File: config.mk
export PLATFORM = sky130hd
export DESIGN_NAME = best_fit_hole_allocator_unit
export DESIGN_NICKNAME = d
export VERILOG_FILES = /design/src/bfha_pkg.sv /design/src/bfha_ctrl.sv /design/src/bfha_datapath.sv /design/src/best_fit_hole_allocator_unit.sv
export SDC_FILE = /design/constraint.sdc
export NUM_CORES = 1
export LEC_CHECK = 0
export BUFFER_PORTS_ARGS = -buffer_cell sky130_fd_sc_hd__clkbuf_2
export CORE_AREA = 2 2 170 172
export CTS_CLUSTER_DIAMETER = 40
export CTS_CLUSTER_SIZE = 24
export DETAILED_ROUTE_END_ITERATION = 8
export DIE_AREA = 0 0 172 174
export GPL_TIMING_DRIVEN = 0
export PLACE_DENSITY = 0.83
export SETUP_SLACK_MARGIN = 0.1
export SYNTH_ARGS = -nofsm -noshare
export SYNTH_HDL_FRONTEND = slang
export SYNTH_SLANG_ARGS = --single-unit
File: constraint.sdc
create_clock -name clk -period 9.6 [get_ports clk]
set_clock_uncertainty 0.15 [all_clocks]
set_input_delay 0.48 -clock clk [delete_from_list [all_inputs] [get_ports clk]]
set_output_delay 0.48 -clock clk [all_outputs]
set_load 0.02 [all_outputs]
File: src/bfha_pkg.sv
// Shared constants, field layout and control types for the best-fit hole allocator.
package bfha_pkg;

  // Default storage shape
  localparam int MAX_HOLES_DEF = 16;
  localparam int SIZE_BITS_DEF = 16;

  // Fixed field widths
  localparam int CMD_W    = 1;
  localparam int INDEX_W  = 4;
  localparam int AMOUNT_W = 16;
  localparam int LEFT_W   = 16;
  localparam int TOTAL_W  = 32;
  localparam int HIU_W    = 5;

  // Stream payload widths (padded to whole bytes)
  localparam int IN_DATA_W  = 24;
  localparam int IN_PAD_W   = IN_DATA_W - INDEX_W - AMOUNT_W;
  localparam int OUT_DATA_W = 56;
  localparam int OUT_PAD_W  = OUT_DATA_W - 1 - INDEX_W - LEFT_W - TOTAL_W;

  // Register reset value
  localparam logic [HIU_W-1:0] HIU_RESET = 5'd8;

  // Command codes
  localparam logic [CMD_W-1:0] CMD_WRITE = 1'b0;
  localparam logic [CMD_W-1:0] CMD_ALLOC = 1'b1;

  // Controller to datapath
  typedef struct packed {
    logic load;
    logic scan_en;
    logic finish;
  } bfha_ctl_t;

  // Datapath to controller
  typedef struct packed {
    logic scan_done;
    logic out_busy;
  } bfha_sts_t;

endpackage

File: src/bfha_ctrl.sv
// Sequencer: accept, scan on allocations, then finish into the output register.
module bfha_ctrl (
  input  logic                          clk,
  input  logic                          rst,
  input  logic                          s_tvalid,
  output logic                          s_tready,
  input  logic [bfha_pkg::CMD_W-1:0]    s_tuser,
  input  bfha_pkg::bfha_sts_t           sts,
  output bfha_pkg::bfha_ctl_t           ctl
);

  typedef enum logic [1:0] {
    S_IDLE,
    S_SCAN,
    S_FINISH
  } state_t;

  state_t state;

  assign s_tready = (state == S_IDLE);

  // Control output decode
  always_comb begin
    ctl.load    = s_tvalid && (state == S_IDLE);
    ctl.scan_en = (state == S_SCAN);
    ctl.finish  = (state == S_FINISH) && !sts.out_busy;
  end

  // State register
  always_ff @(posedge clk) begin
    if (rst) begin
      state <= S_IDLE;
    end else begin
      case (state)
        S_IDLE: begin
          if (s_tvalid) begin
            if (s_tuser == bfha_pkg::CMD_ALLOC) begin
              state <= S_SCAN;
            end else begin
              state <= S_FINISH;
            end
          end
        end
        S_SCAN: begin
          if (sts.scan_done) begin
            state <= S_FINISH;
          end
        end
        S_FINISH: begin
          if (!sts.out_busy) begin
            state <= S_IDLE;
          end
        end
        default: begin
          state <= S_IDLE;
        end
      endcase
    end
  end

endmodule

File: src/bfha_datapath.sv
// Hole table, best-fit scan registers, comparison counter and output register.
module bfha_datapath #(
  parameter int MAX_HOLES = bfha_pkg::MAX_HOLES_DEF,
  parameter int SIZE_BITS = bfha_pkg::SIZE_BITS_DEF
) (
  input  logic                              clk,
  input  logic                              rst,
  input  bfha_pkg::bfha_ctl_t               ctl,
  output bfha_pkg::bfha_sts_t               sts,
  input  logic [bfha_pkg::CMD_W-1:0]        s_tuser,
  input  logic [bfha_pkg::IN_DATA_W-1:0]    s_tdata,
  input  logic                              cfg_we,
  input  logic [bfha_pkg::HIU_W-1:0]        cfg_wdata,
  output logic                              m_tvalid,
  input  logic                              m_tready,
  output logic [bfha_pkg::OUT_DATA_W-1:0]   m_tdata
);

  localparam int AW = $clog2(MAX_HOLES);
  localparam int CW = $clog2(MAX_HOLES + 1);

  // Hole table and per-entry valid bits (invalid reads as empty)
  logic [SIZE_BITS-1:0] mem [MAX_HOLES];
  logic [MAX_HOLES-1:0] valid;

  // Configuration
  logic [bfha_pkg::HIU_W-1:0] holes_in_use;

  // Latched transaction
  logic [bfha_pkg::CMD_W-1:0]   cmd_code;
  logic [bfha_pkg::INDEX_W-1:0] cmd_idx;
  logic [SIZE_BITS-1:0]         cmd_amt;
  logic [CW-1:0]                lim;

  // Scan state
  logic [CW-1:0]        scan_idx;
  logic                 rd_vld;
  logic [AW-1:0]        rd_idx;
  logic                 rd_ok;
  logic [SIZE_BITS-1:0] rd_data;
  logic                 found;
  logic                 hit;
  logic [AW-1:0]        best_idx;
  logic [SIZE_BITS-1:0] best_size;
  logic [bfha_pkg::TOTAL_W-1:0] count;

  // Incoming fields
  logic [bfha_pkg::INDEX_W-1:0] in_idx;
  logic [SIZE_BITS-1:0]         in_amt;
  logic [CW-1:0]                lim_next;

  assign in_idx = s_tdata[bfha_pkg::INDEX_W-1:0];
  assign in_amt = SIZE_BITS'(s_tdata[bfha_pkg::INDEX_W +: bfha_pkg::AMOUNT_W]);

  // Clamp the scan length to the table depth
  always_comb begin
    if (32'(holes_in_use) > 32'(MAX_HOLES)) begin
      lim_next = CW'(MAX_HOLES);
    end else begin
      lim_next = CW'(holes_in_use);
    end
  end

  // Scan evaluation of the entry read last cycle
  logic [SIZE_BITS-1:0] sz;
  logic                 issue;
  logic                 eval;
  logic                 nonempty;
  logic                 fits;
  logic                 better;
  logic                 exact;

  always_comb begin
    sz       = rd_ok ? rd_data : '0;
    issue    = ctl.scan_en && !hit && (scan_idx < lim);
    eval     = ctl.scan_en && rd_vld && !hit;
    nonempty = (sz != '0);
    fits     = nonempty && (sz >= cmd_amt);
    better   = fits && (!found || (sz < best_size));
    exact    = fits && (sz == cmd_amt);
  end

  assign sts.scan_done = hit || (!(scan_idx < lim) && !rd_vld);
  assign sts.out_busy  = m_tvalid && !m_tready;

  // Finishing write-back
  logic                 write_ok;
  logic                 mem_we;
  logic [AW-1:0]        wr_addr;
  logic [SIZE_BITS-1:0] wr_data;
  logic [SIZE_BITS-1:0] shrunk;

  always_comb begin
    write_ok = (32'(cmd_idx) < 32'(MAX_HOLES));
    shrunk   = best_size - cmd_amt;
    if (cmd_code == bfha_pkg::CMD_ALLOC) begin
      mem_we  = ctl.finish && found;
      wr_addr = best_idx;
      wr_data = shrunk;
    end else begin
      mem_we  = ctl.finish && write_ok;
      wr_addr = AW'(cmd_idx);
      wr_data = cmd_amt;
    end
  end

  // Table storage with registered read
  always_ff @(posedge clk) begin
    if (mem_we) begin
      mem[wr_addr] <= wr_data;
    end
    rd_data <= mem[scan_idx[AW-1:0]];
  end

  // Valid bits, configuration and control registers
  always_ff @(posedge clk) begin
    if (rst) begin
      valid        <= '0;
      holes_in_use <= bfha_pkg::HIU_RESET;
      scan_idx     <= '0;
      rd_vld       <= 1'b0;
      found        <= 1'b0;
      hit          <= 1'b0;
      count        <= '0;
    end else begin
      if (mem_we) begin
        valid[wr_addr] <= 1'b1;
      end
      if (cfg_we) begin
        holes_in_use <= cfg_wdata;
      end
      if (ctl.load) begin
        scan_idx <= '0;
        rd_vld   <= 1'b0;
        found    <= 1'b0;
        hit      <= 1'b0;
      end else begin
        rd_vld <= issue;
        if (issue) begin
          scan_idx <= scan_idx + CW'(1);
        end
        if (eval && better) begin
          found <= 1'b1;
        end
        if (eval && exact) begin
          hit <= 1'b1;
        end
        if (eval && nonempty && (count != '1)) begin
          count <= count + 32'd1;
        end
      end
    end
  end

  // Payload registers
  always_ff @(posedge clk) begin
    if (ctl.load) begin
      cmd_code <= s_tuser;
      cmd_idx  <= in_idx;
      cmd_amt  <= in_amt;
      lim      <= lim_next;
    end
    if (issue) begin
      rd_idx <= scan_idx[AW-1:0];
      rd_ok  <= valid[scan_idx[AW-1:0]];
    end
    if (eval && better) begin
      best_idx  <= rd_idx;
      best_size <= sz;
    end
  end

  // Result fields
  logic                          res_placed;
  logic [bfha_pkg::INDEX_W-1:0]  res_chosen;
  logic [bfha_pkg::LEFT_W-1:0]   res_left;

  always_comb begin
    if (cmd_code == bfha_pkg::CMD_ALLOC) begin
      res_placed = found;
      res_chosen = found ? bfha_pkg::INDEX_W'(best_idx) : '0;
      res_left   = found ? bfha_pkg::LEFT_W'(shrunk) : '0;
    end else begin
      res_placed = 1'b0;
      res_chosen = cmd_idx;
      res_left   = write_ok ? bfha_pkg::LEFT_W'(cmd_amt) : '0;
    end
  end

  // Output register
  always_ff @(posedge clk) begin
    if (rst) begin
      m_tvalid <= 1'b0;
    end else if (ctl.finish) begin
      m_tvalid <= 1'b1;
    end else if (m_tready) begin
      m_tvalid <= 1'b0;
    end
  end

  always_ff @(posedge clk) begin
    if (ctl.finish) begin
      m_tdata <= {{bfha_pkg::OUT_PAD_W{1'b0}}, count, res_left, res_chosen, res_placed};
    end
  end

  // A recorded best hole always covers the request
  a_best_fits: assert property (@(posedge clk) disable iff (rst)
    found |-> (best_size >= cmd_amt))
    else $error("best hole smaller than request");

  // An exact fit can only follow a recorded best hole
  a_hit_found: assert property (@(posedge clk) disable iff (rst)
    hit |-> found)
    else $error("exact fit without a best hole");

  // No further entry is evaluated after an exact fit
  a_hit_stops: assert property (@(posedge clk) disable iff (rst)
    hit |=> !rd_vld)
    else $error("scan continued past exact fit");

  // Finishing always presents a result
  a_finish_out: assert property (@(posedge clk) disable iff (rst)
    ctl.finish |=> m_tvalid)
    else $error("finish did not load output register");

endmodule

File: src/best_fit_hole_allocator_unit.sv
// Top level of the best-fit hole allocator: controller plus datapath.
//
//  Channel  Dir  Signals                        Contents
//  s_*      in   tvalid tready tuser tdata      command; hole_index, amount
//  m_*      out  tvalid tready tdata            placed, chosen_hole, space_left, total
//  cfg_*    in   we wdata                       holes_in_use
//
// A write transaction goes from acceptance through the finish state to the result; a
// request first scans L = min(holes_in_use, MAX_HOLES) entries, one entry per cycle
// over the single read port of the hole table (fewer when an exact fit ends it).
// Reset is synchronous and empties every hole, clears the count, sets holes_in_use to 8.
// One transaction is in flight at a time; a result waiting in the output register
// does not block acceptance, only the final write-back of the next transaction.
module best_fit_hole_allocator_unit #(
  parameter int MAX_HOLES = bfha_pkg::MAX_HOLES_DEF,
  parameter int SIZE_BITS = bfha_pkg::SIZE_BITS_DEF
) (
  input  logic                              clk,
  input  logic                              rst,
  input  logic                              s_tvalid,
  output logic                              s_tready,
  input  logic [bfha_pkg::CMD_W-1:0]        s_tuser,   // command
  input  logic [bfha_pkg::IN_DATA_W-1:0]    s_tdata,   // hole_index, amount
  output logic                              m_tvalid,
  input  logic                              m_tready,
  output logic [bfha_pkg::OUT_DATA_W-1:0]   m_tdata,   // placed, chosen_hole,
                                                       // space_left, comparison_total
  input  logic                              cfg_we,
  input  logic [bfha_pkg::HIU_W-1:0]        cfg_wdata
);

  bfha_pkg::bfha_ctl_t ctl;
  bfha_pkg::bfha_sts_t sts;

  bfha_ctrl u_ctrl (
    .clk      (clk),
    .rst      (rst),
    .s_tvalid (s_tvalid),
    .s_tready (s_tready),
    .s_tuser  (s_tuser),
    .sts      (sts),
    .ctl      (ctl)
  );

  bfha_datapath #(
    .MAX_HOLES (MAX_HOLES),
    .SIZE_BITS (SIZE_BITS)
  ) u_datapath (
    .clk       (clk),
    .rst       (rst),
    .ctl       (ctl),
    .sts       (sts),
    .s_tuser   (s_tuser),
    .s_tdata   (s_tdata),
    .cfg_we    (cfg_we),
    .cfg_wdata (cfg_wdata),
    .m_tvalid  (m_tvalid),
    .m_tready  (m_tready),
    .m_tdata   (m_tdata)
  );

endmodule

Yosys cells after proc, flatten, opt, wreduce, memory -nomap -nowiden:

Memory sizes are Yosys's and may differ from the RTL's. A register that Yosys moved wholly into a read port is not among the register bits.
Cells that the tools add are included.

* flip-flop bits (word level): 168
* bits in latches: 0
* memory bits (writable): 256
* bits in read-only memories: 0
* input port bits: 35
* output and inout port bits: 58
* logic and storage cells: 91
* memories: 1

* $add $sub $neg: 3
* multipliers: 0
* div/mod/pow operators: 0
* magnitude comparators: 7
* equality and inequality tests: 7
* shifts and indexed selects: 0
* mux-type cells: 21
* bitwise logic cells: 2
* reduce and logical (&&, ||, !) cells: 31

Memory list
* u_datapath.mem: depth 16, width 16, rd ports 1, clocked after Yosys merged registers in 1, wr ports 1, line bfha_datapath.sv:23 `logic [SIZE_BITS-1:0] mem [MAX_HOLES];`

Operators by type and width (number)
* 2-to-1 mux 16 bit: 4
* adder 32 x 1 -> 32 bit (second input constant): 1
* != test 32 bit (second input constant): 1
* logical AND 1 bit: 17
* == test 16 bit: 1
* greater-or-equal comparator 16 bit: 1
* < comparator 16 bit: 1
* bitwise OR 16 bit: 1
* nonzero test 16 bit: 1
* subtractor 16 bit: 1
* 2-to-1 mux 4 bit: 3
* < comparator 4 x 5 -> 1 bit (second input constant): 2
* 2-to-1 mux 2 bit: 4
* 2-to-1 mux 1 bit: 7
* zero test 1 bit: 6
* != test 2 bit (second input constant): 3
* case mux 2 bit (3 select lines): 1
* adder 5 x 1 -> 5 bit (second input constant): 1
* > comparator 5 bit (second input constant): 1
* < comparator 5 bit: 1
* binary-select mux 1 bit (select 4 bit): 1
* demux 1 bit (select 4 bit): 1
* greater-or-equal comparator 4 x 1 -> 1 bit (second input constant): 1
* AND reduction 3 bit: 1
* other kinds (8): 9

Depth between registers and ports, before layout:

* word-level depth: 8
* gate-level depth with buffers: 11
* depth with buffers taken out: 11

Modules after synthesis:

Synthesis repeated with hierarchy kept, for this count alone.

* cell total of the unflattened synthesis: 1113
* area, all modules: 17951.0 sq um

Modules (own cells, without submodules)
* bfha_datapath: instances 1, cells each 1100, area each 17829.6 sq um
* bfha_ctrl: instances 1, cells each 13, area each 121.4 sq um

Least setup slack after synthesis:

OpenSTA, ideal clock, no wires.

* kind: register -> register
* from: register u_datapath.rd_ok
* to: register u_datapath.best_idx[0], enable pin
* arrival: 3.056 ns
* setup slack: 5.985 ns
* cell stages (with the launch flop): 10
* buffers on the path: 1
* cell sequence: edfxtp_1 -> clkbuf_1 -> and2_1 -> ha_1 -> nor2b_1 -> o21ai_0 -> a21oi_1 -> a2111oi_0 -> o31ai_1 -> a31oi_1

* longest elaborated chain between the ends: 5
* elaborated cells between the ends (all ways): 8
* classes of those cells: order compare: 2; mux: 1; reduce/logical: 5

Ends and longest elaborated chain
* from (decl): line bfha_datapath.sv:39 `logic rd_ok;`
* from (signal assigned): line bfha_datapath.sv:165 `rd_ok <= valid[scan_idx[AW-1:0]];`
* 2-to-1 mux 16 bit *: line bfha_datapath.sv:74 `sz = rd_ok ? rd_data : '0;`
* named net u_datapath.sz[10]: line bfha_datapath.sv:65 `logic [SIZE_BITS-1:0] sz;`
* greater-or-equal comparator 16 bit, or another cell as far along: line bfha_datapath.sv:78 `fits = nonempty && (sz >= cmd_amt);`
* logical AND 1 bit or logical OR 1 bit (tied branches): line bfha_datapath.sv:78, bfha_datapath.sv:79
* logical AND 1 bit *: line bfha_datapath.sv:79 `better = fits && (!found || (sz < best_size));`
* logical AND 1 bit *: line bfha_datapath.sv:167 `if (eval && better) begin`
* to (signal assigned): line bfha_datapath.sv:168 `best_idx <= rd_idx;`
* to (decl): line bfha_datapath.sv:43 `logic [AW-1:0] best_idx;`

The timed path passes the listed nets; every way through them passes the cells marked *.
A chain may end at the register's enable or synchronous reset.

Worst setup path after layout:

* from: register u_datapath.cmd_code
* to: memory u_datapath.mem[2][6] (netlist bit) (data pin)

* longest elaborated chain between the ends: 1

Ends and longest elaborated chain
* from (decl): line bfha_datapath.sv:30 `logic [bfha_pkg::CMD_W-1:0] cmd_code;`
* from (signal assigned): line bfha_datapath.sv:158 `cmd_code <= s_tuser;`
* 2-to-1 mux 16 bit: line bfha_datapath.sv:96 `if (cmd_code == bfha_pkg::CMD_ALLOC) begin`
* named net u_datapath.wr_data[6]: line bfha_datapath.sv:90 `logic [SIZE_BITS-1:0] wr_data;`
* to (decl): line bfha_datapath.sv:23

The timed path passes the listed nets, and every way through them passes these cells.

==> flow_summary.ini <==
[clock_tree]
clk_pin_slew_ns = 0.07
clk_path_buf_depth = 3
htree_levels = 2
post_cts_resized = 0
cts_sinks = 440
clock-root-buffer = clkbuf_16
worstSkewPairLatency_ns = 0.57
cts_buffers = 44
cts_tree = built

[place]
placed_area_mm2 = 0.0193
dp_hpwl_um = 27900
place_ws_ns = 5.70
place_congestion = 0.868
numPortBuffers = 84

[final_layout]
fin_area_mm2 = 0.0211
area_growth_pct = 17.2
nets = 1378
final_core_util_pct = 74.9
drive_above_1_share_pct = 24.4
fillers = 1554

[timing]
period_share_pct = 38.8
finalMaxSlewViolations = 0
grt_setup_unrepaired = no
setup_viol = 0
fmax_ghz = 0.269
worst_pin_slew_ns = 1.33
hold_viol_final = 0
max_slew_margin_pct = 11.6
fin_tns_setup_ns = 0
setup_ws_ns = 5.88
period_minus_slack_ns = 3.72

[min_path]
hold_path_class = in2reg

[critical_path]
critical_path_arrival_ns = 3.77
startpoint_type = flop
crit_fanout = 16
crit_required_ns = 9.65
crit_type = reg2reg
cp-end-kind = flop

[die]
core_mm2 = 0.0282
fp.dieH_um = 174
io_pins = 93
dieWidth_um = 172
die_area_mm2 = 0.0299
rows = 62
initial_utilization_pct = 63.9

[global_route]
grt_pass1_vias = 11000
grt_first_pass_wirelength_um = 65500
antenna_found_initial = 2
grt-ovfl-total = 0
grt_usage_pct = 30.0
grt_max_degree = 36

[drt]
vias = 10900
dr.pass1.iters = 5
ant_nets = 0
avgRoutedWirePerCell_um = 26.0
drt-total-wl_um = 44500
route.detailed.drc = 0
drtIter0Drc = 1303
vias_per_cell = 6.35

[yosys]
ys_ff_latch = 440
netlist_instances = 1119
synth_ff_type = edfxtp_1
synth_edf_count = 360
synth-seq-area-share_pct = 68.8
yosysWarnings = 0
post_synth.cell_area_avg_um2 = 16.1
syn_area_mm2 = 0.0180
synth_cell_types = 66
ys_async_sr_fraction_pct = 0

[status]
status = finished, final reports clean

[power_and_ir_drop]
irDropWorstVdd_mv = 0.170
p_leak_nw = 7.36
p_per_area_mw_per_mm2 = 205

[run]
cap_viol_max_count = 0
[stage by stage]
stage               total power (W)  hold WS (ns)  std cells
floorplan                   0.00241         0.250       1121
global placement            0.00250         0.253       1589
detailed placement          0.00252         0.255       1609
CTS                         0.00435       0.00705       1712
global route                0.00445        0.0121       1713
finish                      0.00435        0.0173       1714
[Yosys cell counts (7+ instances only)]
library cell  instances  share of area [%]
o21ai_0              33               0.92
mux4_2               85                 11
ha_1                 50                3.5
clkbuf_1             27               0.56
nor4_1                7               0.24
xnor2_1              26                1.3
mux2i_1               8               0.44
nand3_1              14               0.39
edfxtp_1            360                 60
a21o_1               14               0.58
buf_2                 7               0.19
nand4_1              13               0.45
inv_1                51                1.1
nor3_1               11               0.31
and2_1               18               0.62
xor2_1               16               0.78
dfxtp_1              80                8.9
nor2b_1              18               0.62
nand2_1              49                1.0
a21oi_1              33               0.92
nor2_1               97                2.0
or3_1                 8               0.28
a211oi_1              8               0.33
[final cells by class]
cell class                 count  area (µm²)  area share (%)
antenna                        2        5.00          0.0237
inverter                      52         195           0.923
clock inverter                34         424            2.01
multi-input combinational    590        5350            25.3
timing repair buffer         125         951            4.50
tap                          384         480            2.27
clock buffer                  48        1170            5.53
buffer                        39         166           0.787
sequential                   440       12400            58.7
[routing by layer]
metal  track usage, %  part of all wire, %
met4             12.9                  4.8
met3             6.08                  8.8
met5                0                    0
met1             38.0                   36
met2             50.7                   50
[path summary, 6_finish.rpt]
path                        startpoint                          to  slack [ns]  cells after the start
setup reg to reg   u_datapath.cmd_code        u_datapath.mem[2][6]        5.88                      6
setup / recovery   u_datapath.cmd_code        u_datapath.mem[2][6]        5.88                      6
hold / removal            cfg_wdata[3]  u_datapath.holes_in_use[3]        0.02                      2
hold reg to reg   u_datapath.rd_idx[2]      u_datapath.best_idx[2]        0.27                      0
[worst max-delay path: stages (launching register included)]
cell	delay (ns)
edfxtp_1	0.35
clkbuf_1	0.50
clkbuf_1	0.55
clkbuf_1	0.51
clkbuf_1	0.56
nand2_1	0.09
o21ai_1	0.64
[flip-flops by register name (all words and copies together), names as in the netlist]
signal	flops
u_datapath.hit	1
u_datapath.valid	16
u_ctrl.state	2
u_datapath.rd_idx	4
u_datapath.cmd_idx	4
u_datapath.m_tdata	53
u_datapath.holes_in_use	5
u_datapath.mem	256
u_datapath.best_size	16
u_datapath.rd_data	16
u_datapath.cmd_amt	16
u_datapath.rd_ok	1
u_datapath.best_idx	4
u_datapath.count	32
u_datapath.cmd_code	1
u_datapath.rd_vld	1
u_datapath.m_tvalid	1
u_datapath.scan_idx	5
u_datapath.lim	5
u_datapath.found	1
[power by group]
part	internal, W	total [W]	switching, W
Clock	0.000997	0.00184	0.000844
Sequential	0.00215	0.00217	0.0000209
Combinational	0.000110	0.000333	0.000223
Total	0.00326	0.00435	0.00109
[cell usage in the layout, fill, tap and decap left out, drive strengths merged, types with 6 or more instances in the layout]
cell type | synthesis | final
o21ba | 6 | 6
nand2 | 49 | 49
and2 | 19 | 19
a31oi | 6 | 6
nand2b | 6 | 6
xor2 | 16 | 16
clkbuf | 27 | 159
inv | 51 | 68
a21o | 14 | 14
a21boi | 6 | 6
edfxtp | 360 | 360
clkinv | 1 | 12
mux4 | 85 | 85
or3 | 9 | 9
dlygate4sd3 | 0 | 21
a21oi | 33 | 33
mux2i | 8 | 8
buf | 12 | 32
xnor2 | 26 | 26
nor3 | 12 | 12
nor2 | 97 | 97
nand4 | 15 | 15
nor2b | 18 | 18
nand3 | 14 | 14
ha | 50 | 50
o21ai | 33 | 33
dfxtp | 80 | 80
a211oi | 8 | 8
nor4 | 8 | 8
[cells by family after synthesis]
logic type | after synthesis | share of synthesized area (%)
AO/OA/AOI/OAI | 136 | 4.95
multiplexers | 97 | 11.3
flip-flops | 440 | 68.8
XOR/XNOR | 42 | 2.04
other | 1 | 0.0208
AND/OR/NAND/NOR | 261 | 7.30
buffers and inverters | 91 | 2.00
adder cells (fa/ha/maj) | 51 | 3.58
[timing repair]
item | CTS | global route
buffers inserted | 0 | 0
endpoints found under the hold margin | 21 | 0
hold buffers | 21 | 0
Power figures use the tool's default switching activity.
